<file path="src/hw/rtl/jpm_pkg.sv">
// ---------------------------------------------------------------------------
// jpm_pkg
// Shared widths and constants for the jerk peak and mean unit.
// ---------------------------------------------------------------------------
package jpm_pkg;

  localparam int TIME_W = 32;   // sample timestamp, microseconds
  localparam int ACC_W  = 16;   // Q7.8 acceleration
  localparam int JERK_W = 24;   // jerk, limit, peak and mean
  localparam int SUM_W  = 48;   // running sum of absolute jerk
  localparam int MAG_W  = 16;   // |a_i - a_{i-1}| never exceeds 65535
  localparam int NUM_W  = 38;   // |da| * 2 * 1e6
  localparam int DVD_W  = SUM_W;
  localparam int CNT_W  = $clog2(DVD_W + 1);

  // 2 * 1e6: halves the time-step sum and converts microseconds to seconds
  localparam logic [20:0] JERK_SCALE = 21'd2000000;

  localparam logic [JERK_W-1:0] MAX_RUN_SAMPLES = 24'hFFFFFF;
  localparam logic [JERK_W-1:0] LIMIT_RESET     = 24'd512;

  localparam logic [CNT_W-1:0] JERK_DIV_STEPS = CNT_W'(NUM_W);
  localparam logic [CNT_W-1:0] MEAN_DIV_STEPS = CNT_W'(DVD_W);

endpackage

</file>
<file path="src/hw/rtl/jpm_in_if.sv">
// ---------------------------------------------------------------------------
// jpm_in_if
// Sample channel: timestamp, acceleration and end-of-run flag.
// ---------------------------------------------------------------------------
interface jpm_in_if;

  logic                               valid;
  logic                               ready;
  logic [jpm_pkg::TIME_W-1:0]         sample_time;
  logic signed [jpm_pkg::ACC_W-1:0]   accel_value;
  logic                               end_of_run;

  modport source (output valid, output sample_time, output accel_value,
                  output end_of_run, input ready);
  modport sink   (input valid, input sample_time, input accel_value,
                  input end_of_run, output ready);

endinterface

</file>
<file path="src/hw/rtl/jpm_out_if.sv">
// ---------------------------------------------------------------------------
// jpm_out_if
// Result channel: peak and mean jerk with pass and short-run flags.
// ---------------------------------------------------------------------------
interface jpm_out_if;

  logic                        valid;
  logic                        ready;
  logic [jpm_pkg::JERK_W-1:0]  peak_jerk;
  logic [jpm_pkg::JERK_W-1:0]  avg_jerk;
  logic                        within_limit;
  logic                        too_few_points;

  modport source (output valid, output peak_jerk, output avg_jerk,
                  output within_limit, output too_few_points, input ready);
  modport sink   (input valid, input peak_jerk, input avg_jerk,
                  input within_limit, input too_few_points, output ready);

endinterface

</file>
<file path="src/hw/rtl/jerk_peak_and_mean_unit.sv">
// ---------------------------------------------------------------------------
// jerk_peak_and_mean_unit
// Finite-difference jerk over a trajectory run; reports peak, mean and
// pass flag on the last sample. One bit-serial divider serves both the
// per-sample jerk and the final mean.
// ---------------------------------------------------------------------------
//
//  channel   dir  handshake       payload
//  in_ch     in   valid/ready     sample_time, accel_value, end_of_run
//  out_ch    out  valid/ready     peak_jerk, avg_jerk, within_limit,
//                                 too_few_points
//  cfg_*     in   cfg_wr_en       cfg_wr_data (jerk_limit)
//
//  A sample without a jerk is taken in S_IDLE alone. A sample with a jerk
//  adds one multiply step, 38 divider steps (one quotient bit a cycle), one
//  update. The last sample adds a mean-prep step, plus 48 divider steps when
//  at least one jerk was summed, plus the load of the output register.
//  The output register holds a result until taken; new samples are accepted
//  meanwhile, only a following end of run waits on it.
//  rst_n is synchronous: run state cleared, jerk_limit back to 512.
//
module jerk_peak_and_mean_unit (
  input  logic                       clk,
  input  logic                       rst_n,
  jpm_in_if.sink                     in_ch,
  jpm_out_if.source                  out_ch,
  input  logic                       cfg_wr_en,
  input  logic [jpm_pkg::JERK_W-1:0] cfg_wr_data
);

  localparam logic [2:0] S_IDLE  = 3'd0;
  localparam logic [2:0] S_MUL   = 3'd1;
  localparam logic [2:0] S_JDIV  = 3'd2;
  localparam logic [2:0] S_JUPD  = 3'd3;
  localparam logic [2:0] S_MPREP = 3'd4;
  localparam logic [2:0] S_MDIV  = 3'd5;
  localparam logic [2:0] S_EMIT  = 3'd6;

  localparam int TW = jpm_pkg::TIME_W;
  localparam int AW = jpm_pkg::ACC_W;
  localparam int JW = jpm_pkg::JERK_W;
  localparam int SW = jpm_pkg::SUM_W;
  localparam int DW = jpm_pkg::DVD_W;
  localparam int CW = jpm_pkg::CNT_W;
  localparam int MW = jpm_pkg::MAG_W;
  localparam int NW = jpm_pkg::NUM_W;

  // control
  logic [2:0]           state_r, state_nxt;
  logic [1:0]           seen_r, seen_nxt;
  logic [CW-1:0]        cnt_r, cnt_nxt;
  logic                 last_r, last_nxt;
  logic                 few_r, few_nxt;
  logic                 out_valid_r, out_valid_nxt;
  logic [JW-1:0]        limit_r, limit_nxt;
  // run state
  logic [TW-1:0]        older_r, older_nxt;
  logic [TW-1:0]        newer_r, newer_nxt;
  logic signed [AW-1:0] nacc_r, nacc_nxt;
  logic [JW-1:0]        peak_r, peak_nxt;
  logic [SW-1:0]        sum_r, sum_nxt;
  logic [JW-1:0]        count_r, count_nxt;
  // datapath
  logic [MW-1:0]        mag_r, mag_nxt;
  logic [DW-1:0]        dvd_r, dvd_nxt;
  logic [TW-1:0]        dvs_r, dvs_nxt;
  logic [TW-1:0]        rem_r, rem_nxt;
  logic [JW-1:0]        quo_r, quo_nxt;
  logic                 ovf_r, ovf_nxt;
  // output payload
  logic [JW-1:0]        o_peak_r, o_peak_nxt;
  logic [JW-1:0]        o_mean_r, o_mean_nxt;
  logic                 o_pass_r, o_pass_nxt;
  logic                 o_few_r, o_few_nxt;

  logic                 in_acc;
  logic                 out_free;
  logic                 has_jerk;
  logic signed [AW:0]   acc_diff;
  logic [AW:0]          acc_mag;
  logic [NW-1:0]        num;
  logic [TW+1:0]        trial;
  logic                 borrow;
  logic [JW-1:0]        jerk_sat;

  assign in_ch.ready = (state_r == S_IDLE);
  assign in_acc      = in_ch.valid && in_ch.ready;
  assign out_free    = !out_valid_r || out_ch.ready;

  // a jerk needs two earlier samples and both time steps strictly positive
  assign has_jerk = (seen_r >= 2'd2) && (newer_r > older_r)
                    && (in_ch.sample_time > newer_r);
  assign acc_diff = {in_ch.accel_value[AW-1], in_ch.accel_value}
                    - {nacc_r[AW-1], nacc_r};
  assign acc_mag  = acc_diff[AW] ? (AW+1)'(0) - $unsigned(acc_diff)
                                 : $unsigned(acc_diff);

  assign num = NW'(mag_r) * NW'(jpm_pkg::JERK_SCALE);

  // one restoring step; dt sum equals t - t_{i-2}, which fits 32 bits
  assign trial  = {1'b0, rem_r, dvd_r[DW-1]} - {2'b00, dvs_r};
  assign borrow = trial[TW+1];

  assign jerk_sat = ovf_r ? '1 : quo_r;

  always_comb begin
    state_nxt     = state_r;
    seen_nxt      = seen_r;
    cnt_nxt       = cnt_r;
    last_nxt      = last_r;
    few_nxt       = few_r;
    out_valid_nxt = out_valid_r;
    limit_nxt     = limit_r;
    older_nxt     = older_r;
    newer_nxt     = newer_r;
    nacc_nxt      = nacc_r;
    peak_nxt      = peak_r;
    sum_nxt       = sum_r;
    count_nxt     = count_r;
    mag_nxt       = mag_r;
    dvd_nxt       = dvd_r;
    dvs_nxt       = dvs_r;
    rem_nxt       = rem_r;
    quo_nxt       = quo_r;
    ovf_nxt       = ovf_r;
    o_peak_nxt    = o_peak_r;
    o_mean_nxt    = o_mean_r;
    o_pass_nxt    = o_pass_r;
    o_few_nxt     = o_few_r;

    if (cfg_wr_en) begin
      limit_nxt = cfg_wr_data;
    end
    if (out_valid_r && out_ch.ready) begin
      out_valid_nxt = 1'b0;
    end

    case (state_r)
      S_IDLE: begin
        if (in_acc) begin
          last_nxt  = in_ch.end_of_run;
          few_nxt   = (seen_r < 2'd2);
          mag_nxt   = acc_mag[MW-1:0];
          dvs_nxt   = in_ch.sample_time - older_r;
          older_nxt = newer_r;
          newer_nxt = in_ch.sample_time;
          nacc_nxt  = in_ch.accel_value;
          if (seen_r != 2'd3) begin
            seen_nxt = seen_r + 2'd1;
          end
          if (has_jerk) begin
            state_nxt = S_MUL;
          end else if (in_ch.end_of_run) begin
            state_nxt = S_MPREP;
          end
        end
      end
      S_MUL: begin
        dvd_nxt   = {num, (DW - NW)'(0)};
        rem_nxt   = '0;
        quo_nxt   = '0;
        ovf_nxt   = 1'b0;
        cnt_nxt   = jpm_pkg::JERK_DIV_STEPS;
        state_nxt = S_JDIV;
      end
      S_JDIV, S_MDIV: begin
        rem_nxt = borrow ? {rem_r[TW-2:0], dvd_r[DW-1]} : trial[TW-1:0];
        dvd_nxt = {dvd_r[DW-2:0], 1'b0};
        quo_nxt = {quo_r[JW-2:0], !borrow};
        ovf_nxt = ovf_r | quo_r[JW-1];
        cnt_nxt = cnt_r - CW'(1);
        if (cnt_r == CW'(1)) begin
          state_nxt = (state_r == S_JDIV) ? S_JUPD : S_EMIT;
        end
      end
      S_JUPD: begin
        if (jerk_sat > peak_r) begin
          peak_nxt = jerk_sat;
        end
        if (count_r != jpm_pkg::MAX_RUN_SAMPLES) begin
          sum_nxt   = sum_r + SW'(jerk_sat);
          count_nxt = count_r + JW'(1);
        end
        state_nxt = last_r ? S_MPREP : S_IDLE;
      end
      S_MPREP: begin
        quo_nxt = '0;
        if (few_r || count_r == '0) begin
          state_nxt = S_EMIT;
        end else begin
          dvd_nxt   = sum_r;
          dvs_nxt   = TW'(count_r);
          rem_nxt   = '0;
          ovf_nxt   = 1'b0;
          cnt_nxt   = jpm_pkg::MEAN_DIV_STEPS;
          state_nxt = S_MDIV;
        end
      end
      S_EMIT: begin
        if (out_free) begin
          out_valid_nxt = 1'b1;
          o_few_nxt     = few_r;
          o_peak_nxt    = few_r ? '0 : peak_r;
          o_mean_nxt    = few_r ? '0 : quo_r;
          o_pass_nxt    = few_r || (peak_r <= limit_r);
          seen_nxt      = '0;
          older_nxt     = '0;
          newer_nxt     = '0;
          nacc_nxt      = '0;
          peak_nxt      = '0;
          sum_nxt       = '0;
          count_nxt     = '0;
          state_nxt     = S_IDLE;
        end
      end
      default: begin
        state_nxt = S_IDLE;
      end
    endcase
  end

  always_ff @(posedge clk) begin
    if (!rst_n) begin
      state_r     <= S_IDLE;
      seen_r      <= '0;
      cnt_r       <= '0;
      last_r      <= 1'b0;
      few_r       <= 1'b0;
      out_valid_r <= 1'b0;
      limit_r     <= jpm_pkg::LIMIT_RESET;
      older_r     <= '0;
      newer_r     <= '0;
      nacc_r      <= '0;
      peak_r      <= '0;
      sum_r       <= '0;
      count_r     <= '0;
    end else begin
      state_r     <= state_nxt;
      seen_r      <= seen_nxt;
      cnt_r       <= cnt_nxt;
      last_r      <= last_nxt;
      few_r       <= few_nxt;
      out_valid_r <= out_valid_nxt;
      limit_r     <= limit_nxt;
      older_r     <= older_nxt;
      newer_r     <= newer_nxt;
      nacc_r      <= nacc_nxt;
      peak_r      <= peak_nxt;
      sum_r       <= sum_nxt;
      count_r     <= count_nxt;
    end
  end

  always_ff @(posedge clk) begin
    mag_r    <= mag_nxt;
    dvd_r    <= dvd_nxt;
    dvs_r    <= dvs_nxt;
    rem_r    <= rem_nxt;
    quo_r    <= quo_nxt;
    ovf_r    <= ovf_nxt;
    o_peak_r <= o_peak_nxt;
    o_mean_r <= o_mean_nxt;
    o_pass_r <= o_pass_nxt;
    o_few_r  <= o_few_nxt;
  end

  assign out_ch.valid          = out_valid_r;
  assign out_ch.peak_jerk      = o_peak_r;
  assign out_ch.avg_jerk       = o_mean_r;
  assign out_ch.within_limit   = o_pass_r;
  assign out_ch.too_few_points = o_few_r;

  // a result only appears after the end-of-run load
  a_out_from_emit: assert property (@(posedge clk) disable iff (!rst_n)
    $rose(out_valid_r) |-> $past(state_r == S_EMIT))
    else $error("result appeared outside end of run");

  // run state is cleared once a result is loaded
  a_run_cleared: assert property (@(posedge clk) disable iff (!rst_n)
    (state_r == S_EMIT && out_free) |=> (seen_r == '0 && count_r == '0
      && peak_r == '0 && sum_r == '0))
    else $error("run state not cleared after result");

  // divider remainder stays below the divisor
  a_rem_bound: assert property (@(posedge clk) disable iff (!rst_n)
    (state_r == S_JDIV || state_r == S_MDIV) |-> (rem_r < dvs_r))
    else $error("divider remainder out of range");

endmodule

</file>
<file path="src/flat_wrapper.sv">
// flat-port wrapper written by rule: the top's interface ports become plain ports
module jerk_peak_and_mean_unit_flat 
  (clk, rst_n, cfg_wr_en, cfg_wr_data, in_ch_valid, in_ch_sample_time, in_ch_accel_value, in_ch_end_of_run, in_ch_ready, out_ch_valid, out_ch_peak_jerk, out_ch_avg_jerk, out_ch_within_limit, out_ch_too_few_points, out_ch_ready);
  jpm_in_if in_ch_i ();
  jpm_out_if out_ch_i ();
  input  logic clk;
  input  logic rst_n;
  input  logic cfg_wr_en;
  input  logic [jpm_pkg::JERK_W-1:0] cfg_wr_data;
  input wire logic [$bits(in_ch_i.valid)-1:0] in_ch_valid;
  input wire logic [$bits(in_ch_i.sample_time)-1:0] in_ch_sample_time;
  input wire logic [$bits(in_ch_i.accel_value)-1:0] in_ch_accel_value;
  input wire logic [$bits(in_ch_i.end_of_run)-1:0] in_ch_end_of_run;
  output wire logic [$bits(in_ch_i.ready)-1:0] in_ch_ready;
  output wire logic [$bits(out_ch_i.valid)-1:0] out_ch_valid;
  output wire logic [$bits(out_ch_i.peak_jerk)-1:0] out_ch_peak_jerk;
  output wire logic [$bits(out_ch_i.avg_jerk)-1:0] out_ch_avg_jerk;
  output wire logic [$bits(out_ch_i.within_limit)-1:0] out_ch_within_limit;
  output wire logic [$bits(out_ch_i.too_few_points)-1:0] out_ch_too_few_points;
  input wire logic [$bits(out_ch_i.ready)-1:0] out_ch_ready;
  assign in_ch_i.valid = in_ch_valid;
  assign in_ch_i.sample_time = in_ch_sample_time;
  assign in_ch_i.accel_value = in_ch_accel_value;
  assign in_ch_i.end_of_run = in_ch_end_of_run;
  assign in_ch_ready = in_ch_i.ready;
  assign out_ch_valid = out_ch_i.valid;
  assign out_ch_peak_jerk = out_ch_i.peak_jerk;
  assign out_ch_avg_jerk = out_ch_i.avg_jerk;
  assign out_ch_within_limit = out_ch_i.within_limit;
  assign out_ch_too_few_points = out_ch_i.too_few_points;
  assign out_ch_i.ready = out_ch_ready;
  jerk_peak_and_mean_unit u_core (.clk(clk), .rst_n(rst_n), .in_ch(in_ch_i), .out_ch(out_ch_i), .cfg_wr_en(cfg_wr_en), .cfg_wr_data(cfg_wr_data));
endmodule
</file>
<file path="config.mk">
export PLATFORM = sky130hd
export DESIGN_NAME = jerk_peak_and_mean_unit_flat
export DESIGN_NICKNAME = d
export VERILOG_FILES = /design/src/hw/rtl/jpm_pkg.sv /design/src/hw/rtl/jpm_in_if.sv /design/src/hw/rtl/jpm_out_if.sv /design/src/hw/rtl/jerk_peak_and_mean_unit.sv /design/src/flat_wrapper.sv
export SDC_FILE = /design/constraint.sdc
export NUM_CORES = 1
export LEC_CHECK = 0
export BUFFER_PORTS_ARGS = -buffer_cell sky130_fd_sc_hd__buf_2
export CAP_MARGIN = 10
export CELL_PAD_IN_SITES_DETAIL_PLACEMENT = 0
export CELL_PAD_IN_SITES_GLOBAL_PLACEMENT = 1
export CORE_MARGIN = 2
export CORE_UTILIZATION = 45
export CTS_CLUSTER_DIAMETER = 60
export DETAILED_ROUTE_END_ITERATION = 8
export MAX_ROUTING_LAYER = met4
export PLACE_DENSITY = 0.71
export SLEW_MARGIN = 5
export SYNTH_ARGS = -nofsm -noshare
export SYNTH_HDL_FRONTEND = slang
export SYNTH_SLANG_ARGS = --single-unit
</file>
<file path="constraint.sdc">
create_clock -name clk -period 18.18 [get_ports clk]
set_input_delay 0.909 -clock clk [delete_from_list [all_inputs] [get_ports clk]]
set_output_delay 0.909 -clock clk [all_outputs]
set_load 0.02 [all_outputs]
</file>
* Word-level counts from Yosys, hierarchy flattened
Cells that the tools add are included.
** Operators by class
- Reductions and logical operators :: 27
- Bitwise logic cells :: 1
- Muxes and demuxes :: 47
- Equality and inequality tests :: 17
- Add/sub/neg operators :: 8
- $mul :: 1
- $lt $le $gt $ge :: 6
** Operator list (count)
- 2-to-1 mux 32 bit :: 7
- one-hot mux 32 bit (2 select lines) :: 3
- 2-to-1 mux 48 bit :: 3
- one-hot mux 24 bit (2 select lines) :: 3
- one-hot mux 48 bit (3 select lines) :: 1
- 2-to-1 mux 24 bit :: 4
- one-hot mux 32 bit (3 select lines) :: 1
- one-hot mux 48 bit (2 select lines) :: 1
- > comparator 32 bit :: 2
- adder 48 x 24 -> 48 bit :: 1
- 2-to-1 mux 16 bit :: 3
- subtractor 33 x 32 -> 34 bit :: 1
- one-hot mux 16 bit (2 select lines) :: 1
- subtractor 32 bit :: 1
- multiplier 16 x 14 -> 30 bit (second input constant) :: 1
- adder 24 x 1 -> 24 bit (second input constant) :: 1
- > comparator 24 bit :: 1
- <= comparator 24 bit :: 1
- zero test 24 bit :: 1
- inequality test 24 bit (second input constant) :: 1
- 2-to-1 mux 3 bit :: 7
- one-hot mux 3 bit (6 select lines) :: 1
- one-hot mux 6 bit (3 select lines) :: 1
- subtractor 16 x 16 -> 17 bit :: 1
- 28 further kinds :: 59
** Word-level totals
- Input bits :: 78
- Register bits after elaboration :: 417
- Output and inout bits :: 52
- Logic and storage cells :: 130

* Logic depth before layout (Yosys ltp)
Gate-level depths: netlist of run 1.
- Word-level depth :: 6
- Mapped depth :: 21
- Mapped depth without buffers :: 21

* Least setup slack after synthesis of run 1
OpenSTA, ideal clock, no wires.
- Path type :: reg-to-reg
- Start point :: reg u_core.mag_r[0]
- End point :: reg u_core.dvd_r[45] (data pin)
- Stages on the path, launching flop included :: 19
- Path buffers :: 0
- Slack :: 12.388 ns
- Arrival :: 5.526 ns
- Clock period less this slack :: 5.792 ns
- Library setup time :: 0.266 ns
- Required time :: 17.914 ns
- Cells stage by stage :: edfxtp_1 -> fa_1 -> fa_1 -> fa_1 -> fa_1 -> ha_1 -> inv_1 -> fa_1 -> inv_1 -> ha_1 -> and3_1 -> a31o_2 -> a21oi_1 -> o21ai_1 -> a2111oi_0 -> o311ai_0 -> a21oi_1 -> xor2_1 -> o21ai_0
** Between the ends
- Longest elaborated chain between the ends :: 2
** Ends and longest elaborated chain
- start: declaration :: line jerk_peak_and_mean_unit.sv:64 : logic [MW-1:0] mag_r, mag_nxt;
- start signal: assignment :: line jerk_peak_and_mean_unit.sv:255 : mag_r <= mag_nxt;
- multiplier 16 x 14 -> 30 bit :: line jerk_peak_and_mean_unit.sv:98 : assign num = NW'(mag_r) * NW'(jpm_pkg::JERK_SCALE);
- one-hot mux 48 bit (3 select lines) :: line jerk_peak_and_mean_unit.sv:138 : case (state_r)
- named net u_core.dvd_nxt[45] :: line jerk_peak_and_mean_unit.sv:65 : logic [DW-1:0] dvd_r, dvd_nxt;
- end signal: assignment :: line jerk_peak_and_mean_unit.sv:256 : dvd_r <= dvd_nxt;
- end: declaration :: line jerk_peak_and_mean_unit.sv:65
The timed path passes the listed nets, and every way through them passes these cells.
A chain may end at the register's enable or synchronous reset.

* Worst setup path in the final report of run 1
Ends and elaborated chain as after synthesis.

==> metrics.yaml, run 1 <==
outcome: "finished clean"
yosysMostFrequentCell: "ha_1"
maxCapViolCount: 0
syn2layout_area_growth_pct: 11.21
hold_viol: 0
wl_per_cell_um: 17.27
drc: 0
clk_pin_slew_ps: 60
die_w_um: 256.3
clockRootBuffer: "clkbuf_16"
fmax_mhz: 155.2
cts_max_level: 2
first_iter_violations: 1215
synth-seq-cells: 417
io_pins: 130
grt_pass1_vias: 22033
post_cts_resized: 0
dp_hpwl_um: 52800
period_needed_ps: 6444
fin_nets: 3637
antenna_left: 0
drive_gt1_share_pct: 9.512
yosys.cell_types.count: 92
cts_tree: "yes"
dieArea_um2: 65710
slew_violations: 0
hold_path.class: "reg2reg"
gr-total-overflow: 0
clkLatencyLatePin_ps: 640
grt.total_usage_pct: 21.95
worstMarginPinSlew_ps: 1112
postSynthCellCount: 3084
rsz0062_at_grt: "no"
antenna_found_initial: 9
yosysTopAreaCell: "edfxtp_1"
cp_max_fo: 7
crit_required_ps: 18490
num_rows: 92
worstSetupPathType: "reg2reg"
initial_core_util_pct: 45.51
ys.warnings.count: 0
multi_input_comb_area_um2: 16700
core_area_um2: 62970
cts.sink_count: 417
vias: 22158
synth_nets: 3548
die_h_um: 256.3
n_fill_cell: 5973
port_buffers: 129
critical_path.endpoint_type: "flop"
netlist_top_cells_area: "edfxtp_1 21%, dfxtp_1 15%, ha_1 14%"
max_slew_margin_pct: 25.67
fin_tns_setup_ps: 0
period_share_pct: 35.45
async_flop_share_pct: 0
regArea_um2: 10380
first_pass_iters: 5
critPathArrivalTime_ps: 6760
synth_top_cell_area_share_pct: 21.27
startpoint_type: "flop"
syn_area_um2: 28650
synthTopCellsByCount: "327 x ha_1, 307 x inv_1, 250 x nand2_1, 214 x dfxtp_1, 203 x edfxtp_1"
cts_hold_buf: 0
cts_max_path_buffers: 3
setup_viol: 0
syn_area_per_cell_um2: 9.291
grt_pass1_wl_um: 115300
skew_ps: 68.41
grt_max_degree: 104
seq_area_frac_synth_pct: 36.22
gp_congestion: 0.8978
synth-main-ff-cell: "dfxtp_1"
synth-edff-count: 203
drt-vias-per-instance: 5.442
drt-total-wl_um: 70320
cts_buffers: 52
post-route-util_pct: 50.61
post_cts_buffers: 0
[routing by layer]
layer,GRT usage [%],vias to the layer above,share of wire (%)
met4,6.010,0,2.2
met5,-,-,0
met2,34.34,427,44
met1,29.62,10544,49
met3,3.302,89,4.7
li1,-,11098,-
[placed cells by master, fill, tap and decap left out, types with 18 or more instances in the layout]
cell type,count
buf_2,128
clkbuf_16,53
a22oi_1,110
nand3_1,58
ha_1,327
or3_1,21
nor2b_1,181
nand4_1,50
o21ai_0,135
nor2_1,179
and3_1,29
or2_2,27
nor3_1,44
a21oi_1,186
inv_1,304
o21bai_1,23
a21o_1,111
mux2i_1,48
edfxtp_1,203
a22o_1,18
buf_4,19
dfxtp_1,213
nand2_1,250
xnor2_1,76
xor2_1,64
nand2b_1,27
fa_1,59
[layout make-up]
type | instances | share of cell area, %
Antenna cell | 9 | 0.07067
Multi-Input combinational cell | 2248 | 52.42
Inverter | 307 | 3.624
Timing Repair Buffer | 147 | 2.458
Clock buffer | 71 | 4.562
Tap cell | 846 | 3.322
Clock inverter | 27 | 0.9659
Sequential cell | 417 | 32.58
[flip-flops by register name, indices dropped and copies added (netlist names), 2 cells and up]
signal / flops
u_core.dvd_r: 48
u_core.sum_r: 48
u_core.dvs_r: 32
u_core.newer_r: 32
u_core.older_r: 32
u_core.rem_r: 32
u_core.count_r: 24
u_core.limit_r: 24
u_core.out_ch.avg_jerk: 24
u_core.out_ch.peak_jerk: 24
u_core.peak_r: 24
u_core.quo_r: 24
u_core.mag_r: 16
u_core.nacc_r: 16
u_core.cnt_r: 6
u_core.state_r: 3
u_core.seen_r: 2
[final timing paths]
path | depth (start not counted) | endpoint | slack (ps) | from
worst min-delay path | 2 | u_core.cnt_r[5] | 470 | u_core.cnt_r[5]
worst min register to register | 2 | u_core.cnt_r[5] | 470 | u_core.cnt_r[5]
worst max-delay path | 18 | u_core.dvd_r[45] | 11740 | u_core.mag_r[0]
worst max register to register | 18 | u_core.dvd_r[45] | 11740 | u_core.mag_r[0]
[worst max-delay path, cell delays in order, from the launching register on]
cell and delay (ps):
edfxtp_1 530, fa_1 610, fa_1 460, fa_1 580
fa_1 430, ha_1 290, inv_1 50, fa_1 500
inv_1 40, ha_1 330, and3_1 230, a31o_2 240
a21oi_1 100, o21ai_1 190, a2111oi_0 850, o311ai_0 290
a21oi_1 220, xor2_1 160, o21ai_0 90
[metrics by stage]
| stage | area (µm²) | hold slack (ps) | setup slack [ps] | cells |
|---|---|---|---|---|
| after floorplan | 28660 | 434.5 | 12390 | 3084 |
| after global placement | 30080 | 450.5 | 11800 | 3965 |
| after detailed placement | 30080 | 458.3 | 11730 | 3965 |
| after CTS | 31840 | 452.8 | 11700 | 4063 |
| after global routing | 31870 | 503.1 | 11260 | 4072 |
| final | 31870 | 467.7 | 11740 | 4072 |
[logic make-up after synthesis]
logic type      after synthesis  share of synthesized area [%]
simple gates                930                          16.47
buf+inv                     419                          5.676
flops                       417                          36.22
compound gates              740                          17.09
mux                          51                          1.808
xor+xnor                    141                          4.336
fa+ha+maj                   386                          18.40
Power of run 1 is not shown: default switching activity piles up to over one toggle a cycle in this logic, so the estimate is an artifact.
==> run 2, diff against run 1 <==
--- a/config.mk
+++ b/config.mk
@@ -5,16 +5,17 @@
 export SDC_FILE = /design/constraint.sdc
 export NUM_CORES = 1
 export LEC_CHECK = 0
+export ABC_AREA = 1
 export BUFFER_PORTS_ARGS = -buffer_cell sky130_fd_sc_hd__buf_2
 export CAP_MARGIN = 10
 export CELL_PAD_IN_SITES_DETAIL_PLACEMENT = 0
 export CELL_PAD_IN_SITES_GLOBAL_PLACEMENT = 1
 export CORE_MARGIN = 2
-export CORE_UTILIZATION = 45
+export CORE_UTILIZATION = 43
 export CTS_CLUSTER_DIAMETER = 60
 export DETAILED_ROUTE_END_ITERATION = 8
 export MAX_ROUTING_LAYER = met4
-export PLACE_DENSITY = 0.71
+export PLACE_DENSITY = 0.74
 export SLEW_MARGIN = 5
 export SYNTH_ARGS = -nofsm -noshare
 export SYNTH_HDL_FRONTEND = slang
==> constraint.sdc (replaced) <==
create_clock -name clk -period 5.54 [get_ports clk]
set_input_delay 0.277 -clock clk [delete_from_list [all_inputs] [get_ports clk]]
set_output_delay 0.277 -clock clk [all_outputs]
set_load 0.02 [all_outputs]
==> metrics.yaml, run 2 <==
fin_tns_setup_ps: 0  # unchanged
hold_viol: 0  # unchanged
startpoint_type: "flop"
final_cell_mix: "677 x nand2_1, 537 x inv_1, 443 x a21oi_1"
netlist_top_cells_area: "edfxtp_1 20%, dfxtp_1 14%, ha_1 14%"
drc: 0  # unchanged
crit_required_ps: 5890  # -12,600 ps
synth-main-ff-cell: "dfxtp_1"
yosysTopAreaCell: "edfxtp_1"
syn_area_per_cell_um2: 7.794  # -16%
cts_max_level: 2  # unchanged
critical_path.endpoint_type: "flop"
first_pass_iters: 7  # +2
grt.total_usage_pct: 23.08  # +1.1 points
maxCapViolCount: 0  # unchanged
syn2layout_area_growth_pct: 13.48
clkLatencyLatePin_ps: 640  # about the same
r2r_setup_slack_ps: 280  # -11,460 ps
first_iter_violations: 1292  # +6.3%
rsz0062_at_grt: "no"
min_from: "in_ch_sample_time[17]"
n_fill_cell: 6764  # +13%
fin_nets: 4477  # +23%
min_path_cells: 3  # +1
vias: 25535  # +15%
worstSetupPathType: "reg2reg"
setup_viol: 0  # unchanged
antenna_found_initial: 3  # -6
synth_top_cell_area_share_pct: 20.35  # -0.93 points
hold_path.class: "in2reg"
antenna_left: 0  # unchanged
die_w_um: 268.0  # +4.5%
cts_max_path_buffers: 3  # unchanged
gp_congestion: 0.8898  # -0.89%
num_rows: 96  # +4.3%
crit_start: "u_core.mag_r[2]"
io_pins: 130  # unchanged
r2r_start: "u_core.mag_r[2]"
reg2reg_to: "u_core.dvd_r[39]"
clk_pin_slew_ps: 60  # about the same
grt_pass1_wl_um: 129900  # +13%
drt-total-wl_um: 80820  # +15%
gr-total-overflow: 0  # unchanged
wl_per_cell_um: 16.19  # -6.3%
yosys.cell_types.count: 59  # -36%
ys.warnings.count: 0  # unchanged
cts_tree: "yes"
die_h_um: 268.0  # +4.5%
cp_max_fo: 4  # -3
initial_core_util_pct: 43.53  # -2.0 points
pre_cts_ws_ps: 168.7  # -11,560 ps
skew_ps: 32.12  # -36.29 ps
r2r_cells: 19  # +1
grt_max_degree: 96  # -7.7%
drt-vias-per-instance: 5.114  # -6.0%
core_area_um2: 68830  # +9.3%
async_flop_share_pct: 0  # unchanged
worst_slack_ps: 275.5  # -11,460 ps
outcome: "finished clean"
worstMarginPinSlew_ps: 1087  # -25.64 ps
dieArea_um2: 71810  # +9.3%
port_buffers: 129  # unchanged
period_share_pct: 95.03  # +60 points
use_met1_pct: 30.56  # +0.93 points
slew_violations: 0  # unchanged
synth-edff-count: 203  # unchanged
postSynthCellCount: 3844  # +25%
max_slew_margin_pct: 27.12  # +1.4 points
critPathArrivalTime_ps: 5620  # -1140 ps
cts.sink_count: 417  # unchanged
period_needed_ps: 5264  # -1180 ps
dp_hpwl_um: 62100  # +18%
cts_buffers: 54  # +3.8%
synth-seq-cells: 417  # unchanged
fmax_mhz: 190.0  # +22%
grt_pass1_vias: 24626  # +12%
yosysMostFrequentCell: "nand2_1"
synthTopCellsByCount: "677 x nand2_1, 539 x inv_1, 446 x a21oi_1, 357 x nor2_1, 327 x ha_1"
syn_area_um2: 29960  # +4.6%
layout_commonest_cell: "nand2_1"
drive_gt1_share_pct: 7.859  # -1.7 points
seq_area_frac_synth_pct: 34.64  # -1.6 points
synth_nets: 4308  # +21%
grt_use_met3_pct: 2.309  # -0.99 points
grt.busiest_layer: "met2"
reg_top3: "u_core.dvd_r (48), u_core.sum_r (48)"
worst_hold_path.endpoint: "u_core.newer_r[17]"
clockRootBuffer: "clkbuf_16"
grt_util_met2_pct: 37.98  # +3.6 points
run 2: cell type report:
class	instances	area, µm²	share of cell area [%]
flip-flops and latches	417	10380	30.53
inverters	554	2085	6.131
multi-input cells	2755	17030	50.10
well taps	931	1165	3.426
diodes	3	7.507	0.02208
clock inverters	30	257.7	0.7581
clock buffers	72	1460	4.295
repair buffers	231	1609	4.733
run 2: critical path: stages, from the launching register on:
cell and delay (ps):
edfxtp_1 430, buf_4 190, fa_1 460, fa_1 500, fa_1 570, fa_1 420
ha_1 290, inv_1 50, fa_1 490, inv_1 40, ha_1 300, inv_1 70
o21bai_1 240, nor2_1 80, o21ai_1 190, a21boi_0 230, o21bai_1 240, nand2_1 70
nand2_1 60, o21ai_1 70
run 2: worst max-delay path by stage:
| stage | endpoint | depth (start not counted) |
|---|---|---|
| global route | u_core.dvd_r[37] | 19 |
| detailed placement | u_core.dvd_r[43] | 21 |
| CTS | u_core.dvd_r[43] | 21 |
| finish | u_core.dvd_r[39] | 19 |
| floorplan | u_core.cnt_r[1] | 12 |
| global placement | u_core.dvd_r[45] | 21 |
run 2: layer usage:
metal / wire (µm) / part of all wire, %
met1: 38550 / 48
met2: 37950 / 47
met3: 2582 / 3.2
met4: 1742 / 2.2
met5: 0 / 0
run 2: metrics by stage:
stage               std cells  hold slack (ps)  utilization (%)  cell area (µm²)
floorplan                3844            388.0                -            29960
global placement         4813            449.2            45.77            31500
detailed placement       4813            454.4            45.77            31500
CTS                      4989           0.3851            49.34            33960
global route             4993            32.59            49.40            34000
finish                   4993            32.74            49.40            34000
run 2: what timing repair did:
action	CTS	global route
hold buffers	74	0
setup buffers	0	1
endpoints found under the hold margin	71	0
gates resized for setup	0	8
endpoints found under the setup margin	0	6
run 2: logic make-up (layout without fill, tap and decap cells):
family	count (synthesis)	after routing	share of synthesized area [%]
AOI/OAI and AO/OA	922	922	17.43
xor gates and xnor gates	74	74	2.213
other	0	3	0
and+or+nand+nor	1373	1373	19.41
buffers and inverters	672	887	8.703
DFF	417	417	34.64
adders and majority gates	386	386	17.60
Power of run 2 is left out for the same reason.
